--- config.mk ---
export PLATFORM = sky130hd
export DESIGN_NAME = fixed_weight_random_word
export DESIGN_NICKNAME = d
export VERILOG_FILES = /design/src/sv/fwrw_pkg.sv /design/src/sv/fixed_weight_random_word.sv /design/src/sv/fwrw_lfsr.sv /design/src/sv/fwrw_mod_unit.sv
export SDC_FILE = /design/constraint.sdc
export NUM_CORES = 1
export LEC_CHECK = 0
export ABC_CLOCK_PERIOD_IN_PS = 24500
export BUFFER_PORTS_ARGS = -buffer_cell sky130_fd_sc_hd__buf_2
export CAP_MARGIN = 15
export CORE_UTILIZATION = 55
export DETAILED_ROUTE_END_ITERATION = 16
export PLACE_DENSITY = 0.76
export SLEW_MARGIN = 20
export SYNTH_ARGS = -nofsm -noshare
export SYNTH_HDL_FRONTEND = slang
export SYNTH_SLANG_ARGS = --single-unit
--- constraint.sdc ---
create_clock -name clock -period 24.5 [get_ports clock]
set_input_delay 2.45 -clock clock [delete_from_list [all_inputs] [get_ports clock]]
set_output_delay 2.45 -clock clock [all_outputs]
set_load 0.01 [all_outputs]
--- src/sv/fwrw_pkg.sv ---
// Shared types and constants for the fixed-weight random word generator.
// Used by fwrw_lfsr, fwrw_mod_unit and fixed_weight_random_word.
package fwrw_pkg;

   localparam int LFSR_BITS   = 64;
   localparam int SAMPLE_BITS = 16;
   localparam int CHUNK_BITS  = 8;
   localparam int COUNT_BITS  = 5;
   localparam int CSR_ADDR_BITS = 4;
   localparam int CSR_DATA_BITS = 64;

   localparam int TAP_A = 63;
   localparam int TAP_B = 61;
   localparam int TAP_C = 60;
   localparam int TAP_D = 0;

   localparam logic [LFSR_BITS-1:0] LFSR_RESET = 64'h0000_0000_0000_0001;
   localparam logic [0:0] CSR_IDX_SEED = 1'b0;

   typedef enum logic [1:0] {
      ST_IDLE,
      ST_STEP,
      ST_REDUCE,
      ST_FINISH
   } seq_state_type;

   typedef struct packed {
      logic load;
      logic advance;
   } lfsr_ctl_type;

   typedef struct packed {
      logic step;
      logic first;
   } mod_ctl_type;

endpackage

--- src/sv/fixed_weight_random_word.sv ---
// Fixed-weight random word: each request yields a shuffled word with the requested number of ones (at most WORD_BITS).
// Each swap step takes two passes of the shared remainder unit (ST_STEP, then ST_REDUCE).
// A request is taken only in ST_IDLE; the next request is taken while a result waits.
// Reset returns the LFSR and seed register to 1 and leaves the block idle.
// Depends on fwrw_pkg, fwrw_lfsr and fwrw_mod_unit.
module fixed_weight_random_word #(
   parameter int WORD_BITS = 16
) (
   input  logic                                 clock,
   input  logic                                 reset,
   input  logic                                 req_valid,
   output logic                                 req_ready,
   input  logic [fwrw_pkg::COUNT_BITS-1:0]      req_ones_count,
   output logic                                 rsp_valid,
   input  logic                                 rsp_ready,
   output logic [fwrw_pkg::SAMPLE_BITS-1:0]     rsp_random_word,
   input  logic                                 csr_psel,
   input  logic                                 csr_penable,
   input  logic                                 csr_pwrite,
   input  logic [fwrw_pkg::CSR_ADDR_BITS-1:0]   csr_paddr,
   input  logic [fwrw_pkg::CSR_DATA_BITS-1:0]   csr_pwdata,
   output logic [fwrw_pkg::CSR_DATA_BITS-1:0]   csr_prdata,
   output logic                                 csr_pready
);

   localparam int IDX_W = $clog2(WORD_BITS);

   fwrw_pkg::seq_state_type state_ff, state_in;
   fwrw_pkg::lfsr_ctl_type  lfsr_ctl;
   fwrw_pkg::mod_ctl_type   mod_ctl;

   logic [fwrw_pkg::LFSR_BITS-1:0]  seed_ff, seed_in;
   logic [fwrw_pkg::LFSR_BITS-1:0]  lfsr_state, lfsr_step;
   logic [WORD_BITS-1:0]            vec_ff, vec_in;
   logic [IDX_W-1:0]                idx_ff, idx_in;
   logic                            rsp_valid_ff, rsp_valid_in;
   logic [fwrw_pkg::SAMPLE_BITS-1:0] rsp_word_ff, rsp_word_in;
   logic [fwrw_pkg::CHUNK_BITS-1:0] mod_chunk;
   logic [IDX_W:0]                  divisor;
   logic [IDX_W-1:0]                swap_idx;
   logic [fwrw_pkg::COUNT_BITS-1:0] count_sat;
   logic                            csr_write, req_fire, rsp_load;

   assign csr_write = csr_psel & csr_penable & csr_pwrite
                    & (csr_paddr[fwrw_pkg::CSR_ADDR_BITS-1] == fwrw_pkg::CSR_IDX_SEED);
   assign csr_pready = 1'b1;
   assign csr_prdata = (csr_paddr[fwrw_pkg::CSR_ADDR_BITS-1] == fwrw_pkg::CSR_IDX_SEED)
                     ? seed_ff : '0;

   assign req_fire = req_valid & req_ready;
   assign rsp_load = (state_ff == fwrw_pkg::ST_FINISH) & (~rsp_valid_ff | rsp_ready);

   always_comb begin
      state_in = state_ff;
      case (state_ff)
         fwrw_pkg::ST_IDLE: begin
            if (req_valid) begin
               state_in = fwrw_pkg::ST_STEP;
            end
         end
         fwrw_pkg::ST_STEP: begin
            state_in = fwrw_pkg::ST_REDUCE;
         end
         fwrw_pkg::ST_REDUCE: begin
            if (idx_ff == IDX_W'(1)) begin
               state_in = fwrw_pkg::ST_FINISH;
            end else begin
               state_in = fwrw_pkg::ST_STEP;
            end
         end
         fwrw_pkg::ST_FINISH: begin
            if (~rsp_valid_ff | rsp_ready) begin
               state_in = fwrw_pkg::ST_IDLE;
            end
         end
         default: begin
            state_in = fwrw_pkg::ST_IDLE;
         end
      endcase
   end

   always_comb begin
      req_ready = 1'b0;
      lfsr_ctl.load = csr_write;
      lfsr_ctl.advance = 1'b0;
      mod_ctl.step = 1'b0;
      mod_ctl.first = 1'b0;
      mod_chunk = lfsr_state[fwrw_pkg::CHUNK_BITS-1:0];
      case (state_ff)
         fwrw_pkg::ST_IDLE: begin
            req_ready = 1'b1;
         end
         fwrw_pkg::ST_STEP: begin
            lfsr_ctl.advance = 1'b1;
            mod_ctl.step = 1'b1;
            mod_ctl.first = 1'b1;
            mod_chunk = lfsr_step[fwrw_pkg::SAMPLE_BITS-1:fwrw_pkg::CHUNK_BITS];
         end
         fwrw_pkg::ST_REDUCE: begin
            mod_ctl.step = 1'b1;
         end
         fwrw_pkg::ST_FINISH: begin
         end
         default: begin
         end
      endcase
   end

   assign divisor = {1'b0, idx_ff} + (IDX_W+1)'(1);
   assign count_sat = (req_ones_count > fwrw_pkg::COUNT_BITS'(WORD_BITS))
                    ? fwrw_pkg::COUNT_BITS'(WORD_BITS) : req_ones_count;

   fwrw_lfsr u_lfsr (
      .clock      (clock),
      .reset      (reset),
      .ctl        (lfsr_ctl),
      .seed       (csr_pwdata),
      .state      (lfsr_state),
      .state_next (lfsr_step)
   );

   fwrw_mod_unit #(
      .REM_W (IDX_W)
   ) u_mod (
      .clock     (clock),
      .reset     (reset),
      .ctl       (mod_ctl),
      .chunk     (mod_chunk),
      .divisor   (divisor),
      .remainder (swap_idx)
   );

   always_comb begin
      vec_in = vec_ff;
      idx_in = idx_ff;
      if (req_fire) begin
         for (int k = 0; k < WORD_BITS; k++) begin
            vec_in[k] = (fwrw_pkg::COUNT_BITS'(k) < count_sat);
         end
         idx_in = IDX_W'(WORD_BITS - 1);
      end else if (state_ff == fwrw_pkg::ST_REDUCE) begin
         if (vec_ff[idx_ff] != vec_ff[swap_idx]) begin
            vec_in[idx_ff] = ~vec_ff[idx_ff];
            vec_in[swap_idx] = ~vec_ff[swap_idx];
         end
         idx_in = idx_ff - IDX_W'(1);
      end
   end

   always_comb begin
      rsp_valid_in = rsp_valid_ff;
      rsp_word_in = rsp_word_ff;
      seed_in = csr_write ? csr_pwdata : seed_ff;
      if (rsp_load) begin
         rsp_valid_in = 1'b1;
         rsp_word_in = fwrw_pkg::SAMPLE_BITS'(vec_ff);
      end else if (rsp_ready) begin
         rsp_valid_in = 1'b0;
      end
   end

   always_ff @(posedge clock) begin
      if (reset) begin
         state_ff <= fwrw_pkg::ST_IDLE;
         rsp_valid_ff <= 1'b0;
         seed_ff <= fwrw_pkg::LFSR_RESET;
      end else begin
         state_ff <= state_in;
         rsp_valid_ff <= rsp_valid_in;
         seed_ff <= seed_in;
      end
   end

   always_ff @(posedge clock) begin
      vec_ff <= vec_in;
      idx_ff <= idx_in;
      rsp_word_ff <= rsp_word_in;
   end

   assign rsp_valid = rsp_valid_ff;
   assign rsp_random_word = rsp_word_ff;

endmodule

--- src/sv/fwrw_lfsr.sv ---
// 64-bit Galois-free shift-right LFSR with seed reload.
// Depends on fwrw_pkg for widths, taps and control struct.
module fwrw_lfsr (
   input  logic                            clock,
   input  logic                            reset,
   input  fwrw_pkg::lfsr_ctl_type          ctl,
   input  logic [fwrw_pkg::LFSR_BITS-1:0]  seed,
   output logic [fwrw_pkg::LFSR_BITS-1:0]  state,
   output logic [fwrw_pkg::LFSR_BITS-1:0]  state_next
);

   logic [fwrw_pkg::LFSR_BITS-1:0] lfsr_ff;
   logic [fwrw_pkg::LFSR_BITS-1:0] lfsr_in;
   logic                           feedback;

   always_comb begin
      feedback = lfsr_ff[fwrw_pkg::TAP_A] ^ lfsr_ff[fwrw_pkg::TAP_B]
               ^ lfsr_ff[fwrw_pkg::TAP_C] ^ lfsr_ff[fwrw_pkg::TAP_D];
      state_next = {feedback, lfsr_ff[fwrw_pkg::LFSR_BITS-1:1]};
      lfsr_in = lfsr_ff;
      if (ctl.load) begin
         lfsr_in = (seed == '0) ? fwrw_pkg::LFSR_RESET : seed;
      end else if (ctl.advance) begin
         lfsr_in = state_next;
      end
   end

   always_ff @(posedge clock) begin
      if (reset) begin
         lfsr_ff <= fwrw_pkg::LFSR_RESET;
      end else begin
         lfsr_ff <= lfsr_in;
      end
   end

   assign state = lfsr_ff;

endmodule

--- src/sv/fwrw_mod_unit.sv ---
// Shared remainder unit: restoring reduction of one byte per cycle in which ctl.step is set, against a small divisor.
// Depends on fwrw_pkg for the chunk width and control struct.
module fwrw_mod_unit #(
   parameter int REM_W = 4
) (
   input  logic                              clock,
   input  logic                              reset,
   input  fwrw_pkg::mod_ctl_type             ctl,
   input  logic [fwrw_pkg::CHUNK_BITS-1:0]   chunk,
   input  logic [REM_W:0]                    divisor,
   output logic [REM_W-1:0]                  remainder
);

   logic [REM_W-1:0] rem_ff;
   logic [REM_W-1:0] rem_in;
   logic [REM_W:0]   trial;

   always_comb begin
      rem_in = ctl.first ? '0 : rem_ff;
      trial = '0;
      for (int b = fwrw_pkg::CHUNK_BITS - 1; b >= 0; b--) begin
         trial = {rem_in, chunk[b]};
         if (trial >= divisor) begin
            trial = trial - divisor;
         end
         rem_in = trial[REM_W-1:0];
      end
   end

   always_ff @(posedge clock) begin
      if (reset) begin
         rem_ff <= '0;
      end else if (ctl.step) begin
         rem_ff <= rem_in;
      end
   end

   assign remainder = rem_in;

endmodule
# After elaboration in Yosys (flattened, before gate mapping)

Cells that the tools add are included.

Flip-flop bits (word level): 171
Input bits: 80
Output and inout bits: 83

Add/sub/neg operators: 10
Order comparisons: 29
Equal/unequal tests: 7
Multiplexer cells: 37
Bitwise gates (word level): 13
Reduce and logical (&&, ||, !) cells: 11

Operators with widths:

| kind                                                               | count |
|---|---|
| two-way mux 64 bit                                                 | 4 |
| logical NOT 64 bit                                                 | 1 |
| two-way mux 16 bit                                                 | 3 |
| greater-or-equal comparator 5 bit                                  | 8 |
| < comparator 4 x 5 -> 1 bit (first input constant)                 | 8 |
| two-way mux 4 bit                                                  | 9 |
| bitwise mux 16 bit                                                 | 2 |
| subtractor 4 bit                                                   | 8 |
| < comparator 3 x 5 -> 1 bit (first input constant)                 | 4 |
| < comparator 1 x 5 -> 1 bit (first input constant)                 | 2 |
| < comparator 2 x 5 -> 1 bit (first input constant)                 | 2 |
| < comparator 4 x 5 -> 1 bit (second input constant)                | 2 |
| two-way mux 1 bit                                                  | 9 |
| binary-select mux 1 bit (select 4 bit)                             | 2 |
| demux 1 bit (select 4 bit)                                         | 2 |
| greater-or-equal comparator 4 x 1 -> 1 bit (second input constant) | 2 |
| two-way mux 8 bit                                                  | 1 |
| one-hot mux 2 bit (4 select lines)                                 | 1 |
| nonzero test 2 bit                                                 | 4 |
| two-way mux 2 bit                                                  | 3 |
| adder 4 x 1 -> 5 bit (second input constant)                       | 1 |
| AND 1 bit                                                          | 5 |
| > comparator 5 bit (second input constant)                         | 1 |
| two-way mux 5 bit                                                  | 1 |
| 14 further kinds                                                   | 22 |

# Longest topological paths before layout

Gate-level depths: netlist of the first run.

Depth after elaboration: 27
Gate-level depth with buffers: 72
Depth with buffers taken out: 65

# By module

Synthesis of the first run repeated with hierarchy kept, for this count alone.

Cell total of the unflattened synthesis: 1337
Area total of the unflattened synthesis: 10970.5 um^2

By module, submodules not included:

| module                   | times used | cells each | area an instance (um^2) | sequential area each (um^2) |
|---|---|---|---|---|
| fixed_weight_random_word | 1          | 639        | 5413.9                  | 2382.3 |
| fwrw_lfsr                | 1          | 435        | 3487.1                  | 1281.2 |
| fwrw_mod_unit            | 1          | 263        | 2069.5                  | 80.1 |

# Worst setup path before layout of the first run

Ideal clock, no wire load.

Kind: register to register
From: register state_ff[1]
To: register vec_ff[1], enable pin
Setup time: 311 ps
Arrival time: 14223 ps
Required time: 24189 ps
Setup slack: 9966 ps
Cell stages (with the launch flop): 70
Path buffers: 8
Period minus slack after synthesis: 14534 ps
Path through: dfxtp_1 inv_1 ha_1 clkbuf_1 clkbuf_1 clkbuf_1 clkbuf_1 nor2b_1 ha_1 a21o_1 a21oi_1 a41o_1 nor2_2 mux2_2 ha_1 a21o_1 a21oi_1 o21ai_1 (+34 left out) o21a_1 o21ai_0 nand2b_1 o41ai_1 o21ai_0 and2_1 ha_1 a41oi_1 o31ai_2 nor2_1 o41a_1 buf_6 mux2_4 o2111ai_2 o211ai_2 buf_6 a221o_1 o211ai_1

Cells in the longest elaborated chain, start to end: 24

Ends and longest elaborated chain:

| item                                                                  | line                                     | source |
|---|---|---|
| from (decl)                                                           | fixed_weight_random_word.sv:28           | `fwrw_pkg::seq_state_type state_ff, state_in;` |
| from (signal assigned)                                                | fixed_weight_random_word.sv:164          | `state_ff <= fwrw_pkg::ST_IDLE;` |
| from (signal assigned)                                                | fixed_weight_random_word.sv:168          | `state_ff <= state_in;` |
| == test 2 x 1 -> 1 bit                                                | fixed_weight_random_word.sv:89           | `case (state_ff)` |
| two-way mux 1 bit                                                     | fixed_weight_random_word.sv:89           |  |
| two-way mux 4 bit                                                     | fwrw_mod_unit.sv:19                      | `rem_in = ctl.first ? '0 : rem_ff;` |
| subtractor 4 bit or greater-or-equal comparator 5 bit (tied branches) | fwrw_mod_unit.sv:24, fwrw_mod_unit.sv:23 |  |
| two-way mux 4 bit                                                     | fwrw_mod_unit.sv:23                      | `if (trial >= divisor) begin` |
| subtractor 4 bit or greater-or-equal comparator 5 bit (tied branches) | fwrw_mod_unit.sv:24, fwrw_mod_unit.sv:23 |  |
| two-way mux 4 bit                                                     | fwrw_mod_unit.sv:23                      |  |
| subtractor 4 bit or greater-or-equal comparator 5 bit (tied branches) | fwrw_mod_unit.sv:24, fwrw_mod_unit.sv:23 |  |
| (+8 left out)                                                         | n/a                                      |  |
| two-way mux 4 bit                                                     | fwrw_mod_unit.sv:23                      |  |
| greater-or-equal comparator 5 bit or subtractor 4 bit (tied branches) | fwrw_mod_unit.sv:23, fwrw_mod_unit.sv:24 |  |
| two-way mux 4 bit                                                     | fwrw_mod_unit.sv:23                      |  |
| binary-select mux 1 bit (select 4 bit)                                | fixed_weight_random_word.sv:142          | `if (vec_ff[idx_ff] != vec_ff[swap_idx]) begin` |
| two-way mux 1 bit (not written as such)                               | fixed_weight_random_word.sv:142          |  |
| inequality test 1 bit                                                 | fixed_weight_random_word.sv:142          |  |
| nonzero test 2 bit (no source line)                                   | n/a                                      |  |
| AND reduction 2 bit (no source line) *                                | n/a                                      |  |
| to (signal assigned)                                                  | fixed_weight_random_word.sv:175          | `vec_ff <= vec_in;` |
| to (decl)                                                             | fixed_weight_random_word.sv:34           | `logic [WORD_BITS-1:0] vec_ff, vec_in;` |

Every way passes the cells marked *; elsewhere a longest branch is shown, timed or not. The select of a mux whose other input is x is not followed.
A chain may end at the register's enable or synchronous reset.

# Final worst setup path of the first run

From: register idx_ff[2]
To: register vec_ff[3], enable pin

Cells in the longest elaborated chain, start to end: 22

Ends and longest elaborated chain:

| item                                                                  | line                                     | source |
|---|---|---|
| from (decl)                                                           | fixed_weight_random_word.sv:35           | `logic [IDX_W-1:0] idx_ff, idx_in;` |
| from (signal assigned)                                                | fixed_weight_random_word.sv:176          | `idx_ff <= idx_in;` |
| adder 4 x 1 -> 5 bit                                                  | fixed_weight_random_word.sv:109          | `assign divisor = {1'b0, idx_ff} + (IDX_W+1)'(1);` |
| subtractor 4 bit or greater-or-equal comparator 5 bit (tied branches) | fwrw_mod_unit.sv:24, fwrw_mod_unit.sv:23 |  |
| two-way mux 4 bit                                                     | fwrw_mod_unit.sv:23                      |  |
| subtractor 4 bit or greater-or-equal comparator 5 bit (tied branches) | fwrw_mod_unit.sv:24, fwrw_mod_unit.sv:23 |  |
| two-way mux 4 bit                                                     | fwrw_mod_unit.sv:23                      |  |
| greater-or-equal comparator 5 bit or subtractor 4 bit (tied branches) | fwrw_mod_unit.sv:23, fwrw_mod_unit.sv:24 |  |
| two-way mux 4 bit                                                     | fwrw_mod_unit.sv:23                      |  |
| subtractor 4 bit or greater-or-equal comparator 5 bit (tied branches) | fwrw_mod_unit.sv:24, fwrw_mod_unit.sv:23 |  |
| (+6 left out)                                                         | n/a                                      |  |
| two-way mux 4 bit                                                     | fwrw_mod_unit.sv:23                      |  |
| subtractor 4 bit or greater-or-equal comparator 5 bit (tied branches) | fwrw_mod_unit.sv:24, fwrw_mod_unit.sv:23 |  |
| two-way mux 4 bit                                                     | fwrw_mod_unit.sv:23                      |  |
| binary-select mux 1 bit (select 4 bit)                                | fixed_weight_random_word.sv:142          |  |
| two-way mux 1 bit (not written as such)                               | fixed_weight_random_word.sv:142          |  |
| inequality test 1 bit *                                               | fixed_weight_random_word.sv:142          |  |
| nonzero test 2 bit (no source line) *                                 | n/a                                      |  |
| AND reduction 2 bit (no source line) *                                | n/a                                      |  |

Marked as above.

==> reports/results.tsv, run 1 <==
stage	metric	value	unit
sta	finalSetupViolations	0	
clocking	cts_hold_buf	0	
place	dp_slack	7.17	ns
critical_path	cpMostUsedCell	ha_1	
sta	worst_pin_slew	1.11	ns
routing	drtIter0Drc	843	
yosys	synth_area_leaders	dfxtp_1 24%, nand2_1 8.5%, edfxtp_1 8.4%	
critical_path	critPathMaxStageDelay	0.85	ns
critical_path	crit_slowest_cell	dfxtp_1	
sta	rsz0062_at_grt	no	
clocking	clock_sinks	171	
yosys	syn-cell-area	0.0115	sq mm
floorplanning	ios	163	
critical_path	cp.arrival	17.72	ns
routing	drt_first_pass_iters	6	
sta	fin_worst_skew	0.00801	ns
place	dpl.hpwl	21.6	mm
floorplanning	fp.dieArea	0.0215	sq mm
routing	dr_total_vias	10871	
final_layout	final_core_util	0.636	
yosys	seq_area_frac_synth	0.326	
clocking	cts-htree-levels	4	
yosys	synth_seq_cells	171	
critical_path	critPathLaunchType	flip-flop	
flow_run	cap_violations	0	
floorplanning	fp.dieW	147	microns
min_path	holdCritStartpoint	seed_ff[20]	
yosys	synth_edf_count	32	
floorplanning	fp-row-count	52	
critical_path	crit_type	flip-flop to flip-flop	
yosys	netlist.area_leader.share	0.242	
routing	drcViolationCount	0	
sta	drv_slew	0	
clocking	ctsResizeCount	0	
yosys	syn_nets	1545	
place	place.gp.congestion	0.960	
sta	max_slew_margin	0.258	
yosys	synth.distinct_cells	102	
routing	totalWireLength	31.0	mm
global_route	antenna_found_initial	0	
sta	finalSetupTns	0	ns
yosys	ys_warn_count	0	
global_route	grt_pass1_wl	50.3	mm
final_layout	n_antenna_cell	0	
place	port_buffers	158	
clocking	cts_setup_buffers	0	
clocking	clk-insertion-delay-late	0.44	ns
final_layout	area_delta_synth_final	12.6	%
sta	fin_hold_ws	0.452	ns
yosys	synth_cells	1419	
yosys	synth_ff_type	dfxtp_1	
sta	fin_crit_sh	0.719	
global_route	grt_util_all_layers	0.287	
final_layout	nFillCells	1772	
sta	fin_crit	17.62	ns
sta	finalWorstSetupSlack	6.88	ns
routing	via_per_inst	6.05	
critical_path	setup.worst_path.start	idx_ff[2]	
yosys	yosys.area.top_type	dfxtp_1	
critical_path	critical_path.max_fanout	17	
clocking	cts_buffer_depth	2	
floorplanning	start_util	0.564	
final_layout	final_cell_mix	259 x nand2_1, 165 x a21oi_1, 157 x buf_2	
clocking	numCtsBuffers	17	
final_layout	final_common_cell	nand2_1	
min_path	hold_class	flip-flop to flip-flop	
floorplanning	die_y	147	microns
routing	wl_per_cell	17.2	microns
sta	max_clock_freq	56.8	MHz
clocking	cts_root_buf	clkbuf_16	
critical_path	endpoint_kind	flip-flop	
global_route	grt_overflow	0	
routing	ant_nets	0	
global_route	grt_pass1_vias	10017	
sta	final-hold-violation-count	0	
final_layout	drive_above_1_share	0.201	
floorplanning	core	0.0204	sq mm
run_status	status	complete, no violations	
global_route	grt_start_max_net_pins	111	
final_layout	final_nets	1641	
yosys	avgSynthCellArea	8.10	sq um
clocking	cts.clk_slew.worst_paths	0.07	ns
critical_path	crit_required	24.61	ns
clocking	cts_tree	done	
yosys	synth_async_sr_flop_share	0	
critical_path	r2r-start	idx_ff[2]	
## worst paths after layout
path / to / slack [ns] / depth (start not counted)
max: vec_ff[3] / 6.88 / 60
min: seed_ff[20] / 0.45 / 2
max reg2reg: vec_ff[3] / 6.88 / 60
min reg2reg: seed_ff[20] / 0.45 / 2
## registers in the layout (all words and copies together), names as in the netlist
name,cells
seed_ff,64
vec_ff,16
state_ff,2
rsp_valid,1
u_mod.rem_ff,4
rsp_random_word,16
u_lfsr.state,64
idx_ff,4
## cell families (layout without fill, tap and decap cells)
family	after synthesis	in the layout	synth area share
DFF	171	171	0.326
other	1	1	0.000326
xor gates and xnor gates	33	33	0.0286
AOI/OAI and AO/OA	382	382	0.223
adders and majority gates	47	47	0.0516
buffers and inverters	130	239	0.0457
muxes	97	97	0.0972
and+or+nand+nor	558	558	0.228
## Yosys cell counts (18+ instances only)
master	n
nand2_1	259
a21oi_1	165
dfxtp_1	139
nor2_1	89
nor2b_1	79
clkbuf_1	78
mux2_2	67
ha_1	45
o21ai_0	42
inv_1	33
edfxtp_1	32
xnor2_1	27
mux2i_1	23
nand4_1	20
nor4_1	19
and2_1	18
nand3_1	18
## layout make-up
| class | instances | area, sq um | share of cell area |
|---|---|---|---|
| clock buffers | 18 | 429 | 0.0331 |
| repair buffers | 171 | 891 | 0.0688 |
| flip-flops and latches | 171 | 3740 | 0.289 |
| well taps | 270 | 338 | 0.0261 |
| inverters | 36 | 135 | 0.0104 |
| clock inverters | 14 | 170 | 0.0131 |
| multi-input cells | 1118 | 7240 | 0.559 |
## through the flow
step	cells	area (sq um)
after floorplan	1419	11500
after global placement	1766	12300
after detailed placement	1766	12300
after CTS	1798	12900
after global routing	1798	12900
final	1798	12900
## routing by layer
metal,wire [microns],up-vias,global-route usage
met5,0,-,0
met4,694,0,0.0932
met3,2030,55,0.0478
met2,14700,418,0.468
met1,13500,5080,0.385
li1,-,5318,-
## worst max-delay path: cells and delay by family, from the launching register on
kind / cells / cell delay, ns
AOI/OAI and AO/OA: 28 / 7.27
and+or+nand+nor: 16 / 3.19
adders and majority gates: 9 / 2.98
muxes: 5 / 1.90
DFF: 1 / 0.85
xor gates and xnor gates: 1 / 0.60
buffers and inverters: 1 / 0.45
Power of run 1 is left out: the tool's default activity adds up to more than one toggle a clock period on the data nets, which glitch-free logic cannot reach.
==> run 2, diff against run 1 <==
ABC_CLOCK_PERIOD_IN_PS = 16400   (was 24500)
clock period = 16.4 ns   (was 24.5 ns; I/O delays follow)
==> reports/results.tsv, run 2 (synthesis gave the netlist of run 1 again) <==
stage	metric	value	unit	change
run_status	status	complete, no violations		unchanged
min_path	hold_class	flip-flop to flip-flop		unchanged
critical_path	cp_top_family	compound AO/OA/AOI/OAI gates		unchanged
sta	max_slew_margin	0.298		was 0.258
clocking	numCtsBuffers	17		unchanged
global_route	antenna_found_initial	2		was 0
floorplanning	core	0.0204	sq mm	unchanged
floorplanning	fp-row-count	52		unchanged
routing	ant_nets	0		unchanged
critical_path	crit_slowest_cell	dfxtp_1		unchanged
clocking	cts_tree	done		unchanged
routing	wl_per_cell	17.0	microns	was 17.2 microns
global_route	grt_overflow	0		unchanged
sta	finalSetupViolations	0		unchanged
critical_path	endpoint_kind	flip-flop		unchanged
critical_path	cp.arrival	15.47	ns	was 17.72 ns
sta	fin_crit	15.36	ns	was 17.62 ns
clocking	clock_sinks	171		unchanged
clocking	cts.clk_slew.worst_paths	0.07	ns	about the same
critical_path	cpMostUsedCell	ha_1		unchanged
global_route	grt_pass1_vias	10352		was 10.0k
sta	fin_crit_sh	0.937		was 0.719
global_route	met3_usage	0.0491		was 0.0478
routing	totalWireLength	31.3	mm	was 31.0 mm
critical_path	critical_path.max_fanout	11		was 17
clocking	clk-insertion-delay-late	0.43	ns	was 0.44 ns
global_route	grt_use_met1	0.386		was 0.385
flow_run	cap_violations	0		unchanged
clocking	cts-htree-levels	4		unchanged
routing	drcViolationCount	0		unchanged
floorplanning	ios	163		unchanged
critical_path	critPathMaxStageDelay	0.62	ns	was 0.85 ns
critical_path	crit_required	16.51	ns	was 24.61 ns
floorplanning	fp.dieArea	0.0215	sq mm	unchanged
final_layout	final_cell_mix	259 x nand2_1, 165 x a21oi_1, 157 x buf_2		unchanged
routing	dr_total_vias	11151		was 10.9k
clocking	cts_buffer_depth	2		unchanged
global_route	top_usage_layer	met2		unchanged
final_layout	drive_above_1_share	0.225		was 0.201
sta	fin_worst_skew	0.00705	ns	was 0.00801 ns
place	port_buffers	158		unchanged
sta	worst_pin_slew	1.05	ns	was 1.11 ns
critical_path	r2r_slack	1.04	ns	was 6.88 ns
global_route	grt_util_all_layers	0.288		was 0.287
critical_path	crit_type	flip-flop to flip-flop		unchanged
routing	drt_first_pass_iters	5		was 6
final_layout	final_common_cell	nand2_1		unchanged
place	place.gp.congestion	0.942		was 0.960
global_route	grt_pass1_wl	50.7	mm	was 50.3 mm
critical_path	critPathLaunchType	flip-flop		unchanged
floorplanning	fp.dieW	147	microns	unchanged
place	dpl.hpwl	22.2	mm	was 21.6 mm
clocking	cts_root_buf	clkbuf_16		unchanged
global_route	globalRouteMet2Util	0.462		was 0.468
sta	rsz0062_at_grt	no		unchanged
critical_path	cp.buffers_inverters	3		was 1
floorplanning	start_util	0.564		unchanged
final_layout	final_nets	1682		was 1641
global_route	grt_start_max_net_pins	101		was 111
routing	drtIter0Drc	855		was 843
sta	finalSetupTns	0	ns	unchanged
final_layout	area_delta_synth_final	15.4	%	was 12.6%
sta	final-hold-violation-count	0		unchanged
sta	drv_slew	0		unchanged
routing	via_per_inst	6.06		was 6.05
clocking	cts_hold_buf	0		unchanged
sta	max_clock_freq	65.1	MHz	was 56.8 MHz
floorplanning	die_y	147	microns	unchanged
run 2: area by class of cell:
type	count	area, sq um
fillers	1721	7100
clock buffers	17	425
clock inverters	15	173
repair buffers	212	1200
multi-input cells	1118	7250
well taps	270	338
flip-flops and latches	171	3750
inverters	36	135
diodes	2	5.00
run 2: worst paths after layout:
path,start,to,cells after the start
setup / recovery,idx_ff[1],vec_ff[15],64
hold reg to reg,seed_ff[60],seed_ff[60],2
setup reg to reg,idx_ff[1],vec_ff[15],64
hold / removal,seed_ff[60],seed_ff[60],2
run 2: repair_timing:
action,in CTS,in global routing
gates resized for setup,0,4
setup endpoints to repair,0,31
setup buffers,0,4
run 2: tightest hold or removal path, cell delays in order (launching register included):
cell     delay, ns
dfxtp_1       0.31
nand2_1       0.05
a21oi_1       0.05
run 2: through the flow:
stage          instances  worst slack (ns)  hold WS, ns  cell area, sq um   util
2_1_floorplan       1419              1.87        0.430             11500      -
3_3_place_gp        1803              1.21        0.437             12600  0.620
3_5_place_dp        1803             0.939        0.442             12600  0.620
4_1_cts             1835             0.900        0.453             13200  0.649
5_1_grt             1841           0.00557        0.467             13300  0.652
6_report            1841              1.04        0.450             13300  0.652
run 2: metal layers:
metal,up-vias,wire [microns]
met5,-,0
met4,0,919
met3,78,2140
met2,409,14600
met1,5252,13700
li1,5412,-
Power of run 2 is left out for the same reason.
